File: src/rtl/fpt_pkg.sv
// ----------------------------------------------------------------------------
// fpt_pkg
// Shared types and constants of the flow pulse totaliser: field widths,
// command codes, register indexes and the controller/datapath interface.
// ----------------------------------------------------------------------------
`default_nettype none

package fpt_pkg;

	// channel count and channel addressing
	localparam int CHANNELS = 4;
	localparam int CH_W     = 2;
	localparam int CH_SLOTS = 1 << CH_W;

	// field widths
	localparam int CMD_W   = 3;
	localparam int CNT_W   = 32;
	localparam int CAL_W   = 12;
	localparam int CFG_IDX_W = 4;
	localparam int CFG_DAT_W = 32;

	// volume = floor(pulses * VOL_NUM / (DEN_MUL * factor))
	localparam int VOL_NUM = 800;
	localparam int DEN_MUL = 3;
	localparam int NUM_W   = CNT_W + 10;     // 800 < 2^10
	localparam int DEN_W   = CAL_W + 2;      // 3 < 2^2
	localparam int DIV_STEPS = NUM_W;        // one quotient bit per step
	localparam int DIV_CNT_W = $clog2(DIV_STEPS);

	// reset values of the configuration registers
	localparam logic [CAL_W-1:0] CAL_RESET   = CAL_W'(120);
	localparam logic [CNT_W-1:0] LIMIT_RESET = CNT_W'(10);

	// register map
	localparam logic [CFG_IDX_W-1:0] REG_CAL_BASE   = CFG_IDX_W'(0);
	localparam logic [CFG_IDX_W-1:0] REG_LIMIT_BASE = CFG_IDX_W'(4);
	localparam logic [CFG_IDX_W-1:0] REG_END        = CFG_IDX_W'(8);

	// command codes; 5..7 act as query
	localparam logic [CMD_W-1:0] CMD_PULSE = CMD_W'(0);
	localparam logic [CMD_W-1:0] CMD_TICK  = CMD_W'(1);
	localparam logic [CMD_W-1:0] CMD_CLEAR = CMD_W'(2);
	localparam logic [CMD_W-1:0] CMD_MARK  = CMD_W'(3);
	localparam logic [CMD_W-1:0] CMD_QUERY = CMD_W'(4);

	// controller -> datapath
	typedef struct packed {
		logic item_load;   // latch the incoming beat
		logic apply;       // update channel state / clock
		logic mul_load;    // form numerator and divisor, seed divider
		logic div_step;    // one restoring division step
		logic vol_write;   // store the saturated quotient
		logic out_load;    // capture the status result
	} fpt_cmd_t;

	// datapath -> controller
	typedef struct packed {
		logic vol_needed;  // item is a pulse on a present channel
	} fpt_stat_t;

endpackage

`default_nettype wire

File: src/rtl/fpt_ctrl.sv
// ----------------------------------------------------------------------------
// fpt_ctrl
// Sequencer: accepts one item, steps the datapath through update, divide (pulses
// only) and result capture, and owns the output valid flag.
// ----------------------------------------------------------------------------
`default_nettype none

module fpt_ctrl (
	input  wire logic               clk,
	input  wire logic               arst_n,
	input  wire logic               in_valid,
	output logic                    in_ready,
	output logic                    out_valid,
	input  wire logic               out_ready,
	output fpt_pkg::fpt_cmd_t       ctl,
	input  wire fpt_pkg::fpt_stat_t stat
);

	typedef enum logic [2:0] {
		S_IDLE,
		S_APPLY,
		S_MUL,
		S_DIV,
		S_WRITE,
		S_DONE
	} state_t;

	state_t                          state_q;
	logic [fpt_pkg::DIV_CNT_W-1:0]   step_q;
	logic                            out_valid_q;
	logic                            out_free;

	assign out_free  = !out_valid_q || out_ready;
	assign in_ready  = (state_q == S_IDLE);
	assign out_valid = out_valid_q;

	always_comb begin
		ctl           = '0;
		ctl.item_load = (state_q == S_IDLE) && in_valid;
		ctl.apply     = (state_q == S_APPLY);
		ctl.mul_load  = (state_q == S_MUL);
		ctl.div_step  = (state_q == S_DIV);
		ctl.vol_write = (state_q == S_WRITE);
		ctl.out_load  = (state_q == S_DONE) && out_free;
	end

	always_ff @(posedge clk or negedge arst_n) begin
		if (!arst_n) begin
			state_q     <= S_IDLE;
			step_q      <= '0;
			out_valid_q <= 1'b0;
		end else begin
			// a new result replaces one leaving in the same cycle
			if ((state_q == S_DONE) && out_free) begin
				out_valid_q <= 1'b1;
			end else if (out_ready) begin
				out_valid_q <= 1'b0;
			end
			unique case (state_q)
				S_IDLE: begin
					if (in_valid) begin
						state_q <= S_APPLY;
					end
				end
				S_APPLY: begin
					state_q <= stat.vol_needed ? S_MUL : S_DONE;
				end
				S_MUL: begin
					state_q <= S_DIV;
					step_q  <= '0;
				end
				S_DIV: begin
					if (step_q == fpt_pkg::DIV_CNT_W'(fpt_pkg::DIV_STEPS - 1)) begin
						state_q <= S_WRITE;
					end else begin
						step_q <= step_q + 1'b1;
					end
				end
				S_WRITE: begin
					state_q <= S_DONE;
				end
				S_DONE: begin
					if (out_free) begin
						state_q <= S_IDLE;
					end
				end
				default: begin
					state_q <= S_IDLE;
				end
			endcase
		end
	end

endmodule

`default_nettype wire

File: src/rtl/fpt_dpath.sv
// ----------------------------------------------------------------------------
// fpt_dpath
// Channel state, configuration registers, millisecond clock, volume
// multiply and a bit-serial restoring divider, plus the result register.
// ----------------------------------------------------------------------------
`default_nettype none

module fpt_dpath (
	input  wire logic                            clk,
	input  wire logic                            arst_n,
	input  wire logic                            cfg_write,
	input  wire logic [fpt_pkg::CFG_IDX_W-1:0]   cfg_index,
	input  wire logic [fpt_pkg::CFG_DAT_W-1:0]   cfg_data,
	input  wire logic [fpt_pkg::CMD_W-1:0]       item_cmd,
	input  wire logic [fpt_pkg::CH_W-1:0]        item_channel,
	input  wire fpt_pkg::fpt_cmd_t               ctl,
	output fpt_pkg::fpt_stat_t                   stat,
	output logic [fpt_pkg::CH_W-1:0]             out_channel,
	output logic [fpt_pkg::CNT_W-1:0]            pulse_total,
	output logic [fpt_pkg::CNT_W-1:0]            volume_ml,
	output logic                                 started,
	output logic                                 timed_out
);

	// configuration
	logic [fpt_pkg::CAL_W-1:0] cal_q   [fpt_pkg::CH_SLOTS];
	logic [fpt_pkg::CNT_W-1:0] limit_q [fpt_pkg::CH_SLOTS];

	// channel state
	logic [fpt_pkg::CNT_W-1:0] pulse_q  [fpt_pkg::CH_SLOTS];
	logic [fpt_pkg::CNT_W-1:0] volume_q [fpt_pkg::CH_SLOTS];
	logic [fpt_pkg::CNT_W-1:0] stamp_q  [fpt_pkg::CH_SLOTS];
	logic [fpt_pkg::CH_SLOTS-1:0] start_valid_q;
	logic [fpt_pkg::CNT_W-1:0] now_ms_q;

	// latched item
	logic [fpt_pkg::CMD_W-1:0] cmd_q;
	logic [fpt_pkg::CH_W-1:0]  ch_q;
	logic                      present;

	// divider
	logic [fpt_pkg::NUM_W-1:0] div_quo_q;
	logic [fpt_pkg::DEN_W-1:0] div_den_q;
	logic [fpt_pkg::DEN_W-1:0] div_rem_q;
	logic [fpt_pkg::DEN_W:0]   trial;
	logic [fpt_pkg::DEN_W:0]   diff;
	logic                      trial_ge;
	logic [fpt_pkg::CNT_W-1:0] vol_sat;

	// result register
	logic [fpt_pkg::CH_W-1:0]  out_channel_q;
	logic [fpt_pkg::CNT_W-1:0] pulse_total_q;
	logic [fpt_pkg::CNT_W-1:0] volume_ml_q;
	logic                      started_q;
	logic                      timed_out_q;
	logic [fpt_pkg::CNT_W-1:0] elapsed;

	assign present = ({1'b0, ch_q} < (fpt_pkg::CH_W + 1)'(fpt_pkg::CHANNELS));
	assign stat.vol_needed = present && (cmd_q == fpt_pkg::CMD_PULSE);

	assign trial    = {div_rem_q, div_quo_q[fpt_pkg::NUM_W-1]};
	assign trial_ge = (trial >= {1'b0, div_den_q});
	assign diff     = trial - {1'b0, div_den_q};
	// quotient beyond 32 bits saturates; a zero divisor yields all ones
	assign vol_sat  = (|div_quo_q[fpt_pkg::NUM_W-1:fpt_pkg::CNT_W]) ? '1 :
	                  div_quo_q[fpt_pkg::CNT_W-1:0];

	assign elapsed  = now_ms_q - stamp_q[ch_q];

	// configuration registers
	always_ff @(posedge clk or negedge arst_n) begin
		if (!arst_n) begin
			for (int i = 0; i < fpt_pkg::CH_SLOTS; i++) begin
				cal_q[i]   <= fpt_pkg::CAL_RESET;
				limit_q[i] <= fpt_pkg::LIMIT_RESET;
			end
		end else if (cfg_write) begin
			if (cfg_index < fpt_pkg::REG_LIMIT_BASE) begin
				cal_q[cfg_index[fpt_pkg::CH_W-1:0]] <= cfg_data[fpt_pkg::CAL_W-1:0];
			end else if (cfg_index < fpt_pkg::REG_END) begin
				limit_q[cfg_index[fpt_pkg::CH_W-1:0]] <= cfg_data[fpt_pkg::CNT_W-1:0];
			end
		end
	end

	// channel state and clock
	always_ff @(posedge clk or negedge arst_n) begin
		if (!arst_n) begin
			for (int i = 0; i < fpt_pkg::CH_SLOTS; i++) begin
				pulse_q[i]  <= '0;
				volume_q[i] <= '0;
				stamp_q[i]  <= '0;
			end
			start_valid_q <= '0;
			now_ms_q      <= '0;
			cmd_q         <= fpt_pkg::CMD_QUERY;
			ch_q          <= '0;
		end else begin
			if (ctl.item_load) begin
				cmd_q <= item_cmd;
				ch_q  <= item_channel;
			end
			if (ctl.apply) begin
				if (cmd_q == fpt_pkg::CMD_TICK) begin
					now_ms_q <= now_ms_q + 1'b1;
				end else if (present) begin
					case (cmd_q)
						fpt_pkg::CMD_PULSE: begin
							if (!start_valid_q[ch_q]) begin
								stamp_q[ch_q]       <= now_ms_q;
								start_valid_q[ch_q] <= 1'b1;
							end
							if (pulse_q[ch_q] != '1) begin
								pulse_q[ch_q] <= pulse_q[ch_q] + 1'b1;
							end
						end
						fpt_pkg::CMD_CLEAR: begin
							pulse_q[ch_q]       <= '0;
							volume_q[ch_q]      <= '0;
							stamp_q[ch_q]       <= '0;
							start_valid_q[ch_q] <= 1'b0;
						end
						fpt_pkg::CMD_MARK: begin
							stamp_q[ch_q]       <= now_ms_q;
							start_valid_q[ch_q] <= 1'b1;
						end
						default: begin
						end
					endcase
				end
			end
			if (ctl.vol_write) begin
				volume_q[ch_q] <= vol_sat;
			end
		end
	end

	// numerator/divisor set-up and one quotient bit per step, MSB first
	always_ff @(posedge clk) begin
		if (ctl.mul_load) begin
			div_quo_q <= fpt_pkg::NUM_W'(pulse_q[ch_q]) * fpt_pkg::NUM_W'(fpt_pkg::VOL_NUM);
			div_den_q <= fpt_pkg::DEN_W'(cal_q[ch_q]) * fpt_pkg::DEN_W'(fpt_pkg::DEN_MUL);
			div_rem_q <= '0;
		end else if (ctl.div_step) begin
			div_rem_q <= trial_ge ? diff[fpt_pkg::DEN_W-1:0] : trial[fpt_pkg::DEN_W-1:0];
			div_quo_q <= {div_quo_q[fpt_pkg::NUM_W-2:0], trial_ge};
		end
	end

	// result register
	always_ff @(posedge clk) begin
		if (ctl.out_load) begin
			out_channel_q <= ch_q;
			if (present) begin
				pulse_total_q <= pulse_q[ch_q];
				volume_ml_q   <= volume_q[ch_q];
				started_q     <= start_valid_q[ch_q];
				timed_out_q   <= start_valid_q[ch_q] && (elapsed >= limit_q[ch_q]);
			end else begin
				pulse_total_q <= '0;
				volume_ml_q   <= '0;
				started_q     <= 1'b0;
				timed_out_q   <= 1'b0;
			end
		end
	end

	assign out_channel = out_channel_q;
	assign pulse_total = pulse_total_q;
	assign volume_ml   = volume_ml_q;
	assign started     = started_q;
	assign timed_out   = timed_out_q;

endmodule

`default_nettype wire

File: src/rtl/flow_pulse_totalizer_unit.sv
// ----------------------------------------------------------------------------
// flow_pulse_totalizer_unit
// Four-channel flow sensor pulse totaliser with per-channel volume and
// watering timeout status.
// ----------------------------------------------------------------------------
// Usage:
//  - Input channel (in_valid/in_ready): one beat carries cmd and channel.
//    Commands: pulse, millisecond tick, clear, mark start, query (codes 5..7
//    behave as query). Every beat yields exactly one status beat.
//  - Output channel (out_valid/out_ready): out_channel echoes the channel,
//    with its pulse total, stored volume in ml, started and timed-out flags.
//  - Config channel (cfg_valid/cfg_ready, cfg_index, cfg_data): indexes 0..3
//    are the Q4 calibration factors, 4..7 the timeout limits in ms; other
//    indexes are ignored. cfg_ready is always high; write only when idle.
//  - Sequence: a pulse passes update, numerator set-up, the restoring
//    divider retiring one of 42 quotient bits per cycle and the volume write
//    before out_valid; other commands skip the divider. One item is in flight
//    at a time: a beat is taken once the last result is in the output register.
//  - A stalled receiver holds the result in the output register; the block
//    still takes the next beat and parks its result until the slot frees.
//  - Reset: calibration factors 120 (7.5 in Q4), limits 10 ms, all counts,
//    volumes, stamps, started flags and the ms clock cleared.
// ----------------------------------------------------------------------------
`default_nettype none

module flow_pulse_totalizer_unit (
	input  wire logic                            clk,
	input  wire logic                            arst_n,
	// item channel
	input  wire logic                            in_valid,
	output logic                                 in_ready,
	input  wire logic [fpt_pkg::CMD_W-1:0]       cmd,
	input  wire logic [fpt_pkg::CH_W-1:0]        channel,
	// result channel
	output logic                                 out_valid,
	input  wire logic                            out_ready,
	output logic [fpt_pkg::CH_W-1:0]             out_channel,
	output logic [fpt_pkg::CNT_W-1:0]            pulse_total,
	output logic [fpt_pkg::CNT_W-1:0]            volume_ml,
	output logic                                 started,
	output logic                                 timed_out,
	// configuration write channel
	input  wire logic                            cfg_valid,
	output logic                                 cfg_ready,
	input  wire logic [fpt_pkg::CFG_IDX_W-1:0]   cfg_index,
	input  wire logic [fpt_pkg::CFG_DAT_W-1:0]   cfg_data
);

	fpt_pkg::fpt_cmd_t  ctl;
	fpt_pkg::fpt_stat_t stat;

	// registers take a write in any cycle
	assign cfg_ready = 1'b1;

	fpt_ctrl u_ctrl (
		.clk       (clk),
		.arst_n    (arst_n),
		.in_valid  (in_valid),
		.in_ready  (in_ready),
		.out_valid (out_valid),
		.out_ready (out_ready),
		.ctl       (ctl),
		.stat      (stat)
	);

	fpt_dpath u_dpath (
		.clk          (clk),
		.arst_n       (arst_n),
		.cfg_write    (cfg_valid && cfg_ready),
		.cfg_index    (cfg_index),
		.cfg_data     (cfg_data),
		.item_cmd     (cmd),
		.item_channel (channel),
		.ctl          (ctl),
		.stat         (stat),
		.out_channel  (out_channel),
		.pulse_total  (pulse_total),
		.volume_ml    (volume_ml),
		.started      (started),
		.timed_out    (timed_out)
	);

endmodule

`default_nettype wire

File: config.mk
export PLATFORM = sky130hd
export DESIGN_NAME = flow_pulse_totalizer_unit
export DESIGN_NICKNAME = d
export VERILOG_FILES = /design/src/rtl/fpt_pkg.sv /design/src/rtl/fpt_ctrl.sv /design/src/rtl/fpt_dpath.sv /design/src/rtl/flow_pulse_totalizer_unit.sv
export SDC_FILE = /design/constraint.sdc
export NUM_CORES = 2
export LEC_CHECK = 0
export ABC_AREA = 1
export BUFFER_PORTS_ARGS = -buffer_cell sky130_fd_sc_hd__clkbuf_2
export CAP_MARGIN = 15
export CORE_ASPECT_RATIO = 0.75
export CORE_MARGIN = 2
export CORE_UTILIZATION = 49
export DETAILED_ROUTE_END_ITERATION = 10
export PLACE_DENSITY = 0.77
export SLEW_MARGIN = 20
export SYNTH_ARGS = -nofsm -noshare
export SYNTH_HDL_FRONTEND = slang
export SYNTH_SLANG_ARGS = --single-unit
File: constraint.sdc
create_clock -name clk -period 9.95 [get_ports clk]
set_input_delay 0.4975 -clock clk [delete_from_list [all_inputs] [get_ports clk]]
set_output_delay 0.4975 -clock clk [all_outputs]
set_load 0.1 [all_outputs]
==> reports/results.ini <==
[sta]
clock-skew-final_ps=29.0
rsz0062_at_grt=false
setup_violations=0
slew-limit-headroom_pct=22.7
finalHoldViolations=0
post-route-min-period_ps=5760
final.period_utilization_pct=57.9
final_count_of_pins_violating_max_slew=0
worst-slew-pin-transition_ps=1160
fmax_mhz=174
setup-tns-final_ps=0

[worst_setup_path]
reg2reg_from=u_dpath.ch_q[1]
setup.reg_to_reg.worst_slack_ps=4190
ff2ff_path_depth=25
regToRegEndpoint=u_dpath.timed_out
path_class=flip-flop to flip-flop
timing.critical_path.required_ps=10460
path_max_fanout=68
timing.critical_path.to_type=flip-flop
critical_path_arrival_ps=6270
start_kind=flip-flop

[min_path]
min-delay-start=channel[1]
hold_path.class=input port to flip-flop
hold_path_end=u_dpath.ch_q[1]
min_delay_path_depth=3

[routing]
ant_nets=0
detail_route.vias_per_cell=5.72
detail_route.wl_per_cell_um=18.6
total_wire_length_um=110000
route.vias.total=34000
drcViolationCount=0
initialDrtViolationCount=3832
first_pass_iters=6

[placement]
detailedPlacementHpwl_um=74400
port_buffers=115
placer_congestion_estimate=0.932

[clock_tree]
cts-root-buf=sky130_fd_sc_hd__clkbuf_16
clock_insertion_delay_at_the_later_pin_of_the_skew_report_ps=650
cts_sinks=749
postCtsSetupBuffers=0
post_cts_resize_count=0
cts.reportedPaths.clkPinSlew_ps=60
cts-root-to-sink-buffers=3
cts_hold_buf=1
h-tree-depth=3
cts_tree=yes
numCtsBuffers=78

[yosys]
mappedNetlistNets=5050
synthDistinctLibCells=57
netlist_instances=4779
synth.ff_latch_count=749
mean_syn_cell_area_um2=8.47
netlist_area_um2=40500
synth_sequential_area_ratio_pct=47.6
synthesis.yosys.warnings=0

[power]
p_int_mw=6.77
power_leakage_nw=21.8
totalPowerFinal_mw=11.5
clock_power_share_pct=26.3
power.density_nw_per_um2=258
share_comb_of_total_power_pct=37.2
p_seq_share_pct=36.5
p_sw_share_pct=40.9
power.net_switching_mw=4.69
irDropWorstVdd_v=0.000179

[final_layout]
final_nets=5075
area.growth.synth_to_final_pct=9.60
final_cell_mix=sky130_fd_sc_hd__nand2_1 (1261), sky130_fd_sc_hd__dfrtp_1 (586), sky130_fd_sc_hd__inv_1 (528)
most_common_cell_after_layout_fill_and_taps_aside=sky130_fd_sc_hd__nand2_1
share_of_post_route_cells_with_drive_strength_above_1_pct=8.30

[job]
number_of_max_cap_violations=0

[grt]
grt_pass1_wl_um=177000
grt_remaining_overflow=0
global_route.usage.total_pct=26.0
grt_pass1_vias=31900
antenna_found_initial=4
largest_net_degree_at_the_start_of_global_routing=158

[floorplanning]
coreArea_um2=82000
starting_density_of_the_core_pct=49.4
floorplan.rows=91
design.portCount=117
die_outline_area_um2=84900
die_w_um=336
die_span_y_um=253

[outcome]
outcome=finished clean

==> critical path, cell delays in order (launching register included) <==
cell	delay, ps
sky130_fd_sc_hd__dfrtp_1	670
sky130_fd_sc_hd__nand2_4	350
sky130_fd_sc_hd__inv_4	680
sky130_fd_sc_hd__buf_4	870
sky130_fd_sc_hd__nand2_1	110
sky130_fd_sc_hd__nand3_1	150
sky130_fd_sc_hd__ha_1	150
sky130_fd_sc_hd__inv_1	60
sky130_fd_sc_hd__fa_1	430
sky130_fd_sc_hd__nand3_1	100
sky130_fd_sc_hd__nand2_1	110
sky130_fd_sc_hd__a21oi_1	260
sky130_fd_sc_hd__o21ai_0	220
sky130_fd_sc_hd__nand2_1	130
sky130_fd_sc_hd__nand2_1	60
sky130_fd_sc_hd__nand2_1	70
sky130_fd_sc_hd__nand2_1	70
sky130_fd_sc_hd__ha_1	280
sky130_fd_sc_hd__nand2_1	60
sky130_fd_sc_hd__nor2_1	150
sky130_fd_sc_hd__nand4_1	150
sky130_fd_sc_hd__nor2_1	170
sky130_fd_sc_hd__nand4_1	90
sky130_fd_sc_hd__nand3_1	90
sky130_fd_sc_hd__nand2_1	50
sky130_fd_sc_hd__inv_1	60
==> power groups by stage <==
stage | logic, mW | registers (mW) | clock network [mW]
after floorplan | 2.64 | 4.64 | 0
after global placement | 4.07 | 4.20 | 0
after detailed placement | 4.16 | 4.22 | 0
after CTS | 4.20 | 4.17 | 3.06
after global routing | 4.68 | 4.24 | 3.18
final | 4.26 | 4.18 | 3.01
==> sequential cells by signal, indices dropped and copies added (netlist names), 6 cells and up, named ones only <==
| signal | count |
|---|---|
| u_dpath.volume_q | 128 |
| u_dpath.limit_q | 128 |
| u_dpath.div_rem_q | 14 |
| u_ctrl.step_q | 6 |
| u_dpath.div_den_q | 14 |
| u_dpath.pulse_total | 32 |
| u_dpath.stamp_q | 128 |
| u_dpath.cal_q | 48 |
| u_dpath.pulse_q | 128 |
| u_dpath.div_quo_q | 42 |
| u_dpath.now_ms_q | 32 |
| u_dpath.volume_ml | 32 |
==> per-stage QoR <==
| step | hold slack, ps | util [%] | instance area (µm²) | worst slack, ps | instances |
|---|---|---|---|---|---|
| floorplan | 202 | - | 40500 | 5670 | 4779 |
| global placement | 454 | 50.8 | 41600 | 4410 | 5790 |
| detailed placement | 461 | 50.8 | 41600 | 4320 | 5790 |
| CTS | 77.5 | 54.0 | 44300 | 4270 | 5934 |
| global route | 84.2 | 54.1 | 44300 | 3800 | 5936 |
| finish | 95.2 | 54.1 | 44300 | 4190 | 5938 |
==> cells in the mapped netlist (all sizes together) <==
master | instances | share of area [%]
nor4 | 6 | 0.093
buf | 112 | 1.8
a221oi | 62 | 1.3
a22oi | 81 | 1.5
dfstp | 25 | 1.6
o211ai | 4 | 0.074
and3 | 2 | 0.031
o21a | 7 | 0.13
a21boi | 2 | 0.037
nand3b | 14 | 0.26
nand2 | 1276 | 12
dfxtp | 19 | 0.94
mux2 | 2 | 0.056
nor3 | 47 | 0.81
edfxtp | 119 | 8.8
nor3b | 1 | 0.046
xnor2 | 21 | 0.45
xor2 | 49 | 1.1
o22ai | 125 | 1.9
a22o | 70 | 1.5
o21ai | 525 | 6.7
conb | 1 | 0.0093
inv | 547 | 5.1
ha | 195 | 6.0
clkbuf | 92 | 0.86
o221ai | 2 | 0.043
a21oi | 125 | 1.5
nand4 | 39 | 0.62
dfrtp | 586 | 36
nor2 | 326 | 3.4
a211oi | 1 | 0.019
nand3 | 239 | 3.0
a21o | 9 | 0.17
o21bai | 9 | 0.17
fa | 30 | 1.5
o31ai | 1 | 0.019
or2 | 4 | 0.062
and2 | 3 | 0.046
a32o | 1 | 0.025
==> worst max path at each step <==
stage | end | depth (start not counted) | startpoint | slack [ps]
finish | u_dpath.timed_out | 25 | u_dpath.ch_q[1] | 4190
global route | u_dpath.timed_out | 25 | u_dpath.ch_q[1] | 3800
CTS | u_dpath.timed_out | 25 | u_dpath.ch_q[1] | 4270
detailed placement | u_dpath.timed_out | 25 | u_dpath.ch_q[1] | 4320
global placement | u_dpath.timed_out | 25 | u_dpath.ch_q[1] | 4410
floorplan | u_dpath.out_channel[0] | 3 | u_ctrl.out_valid | 5670
==> area by class of cell <==
cell class / instances / area, µm²
Antenna cell: 2 / 5.00
Inverter: 547 / 2060
Clock buffer: 113 / 2280
Clock inverter: 30 / 372
Sequential cell: 749 / 19300
Multi-Input combinational cell: 3279 / 18100
Timing Repair Buffer: 149 / 906
Fill cell: 7361 / 37600
Tap cell: 1069 / 1340
==> per-layer routing <==
metal / up-vias / GRT usage, % / wire, µm
met5: - / 0 / 26
met4: 4 / 5.41 / 1910
met3: 152 / 6.33 / 11400
met2: 1492 / 36.7 / 45200
met1: 16300 / 40.3 / 51700
li1: 16000 / - / -
==> cell families after synthesis <==
kind of cell	after synthesis	share of synthesized area (%)
compound gates	1024	15.2
xor+xnor	70	1.52
fa+ha+maj	225	7.51
buf+inv	751	7.74
flops	749	47.6
mux	2	0.0557
other cells	1	0.00927
simple gates	1957	20.3
Power figures use the tool's default switching activity.
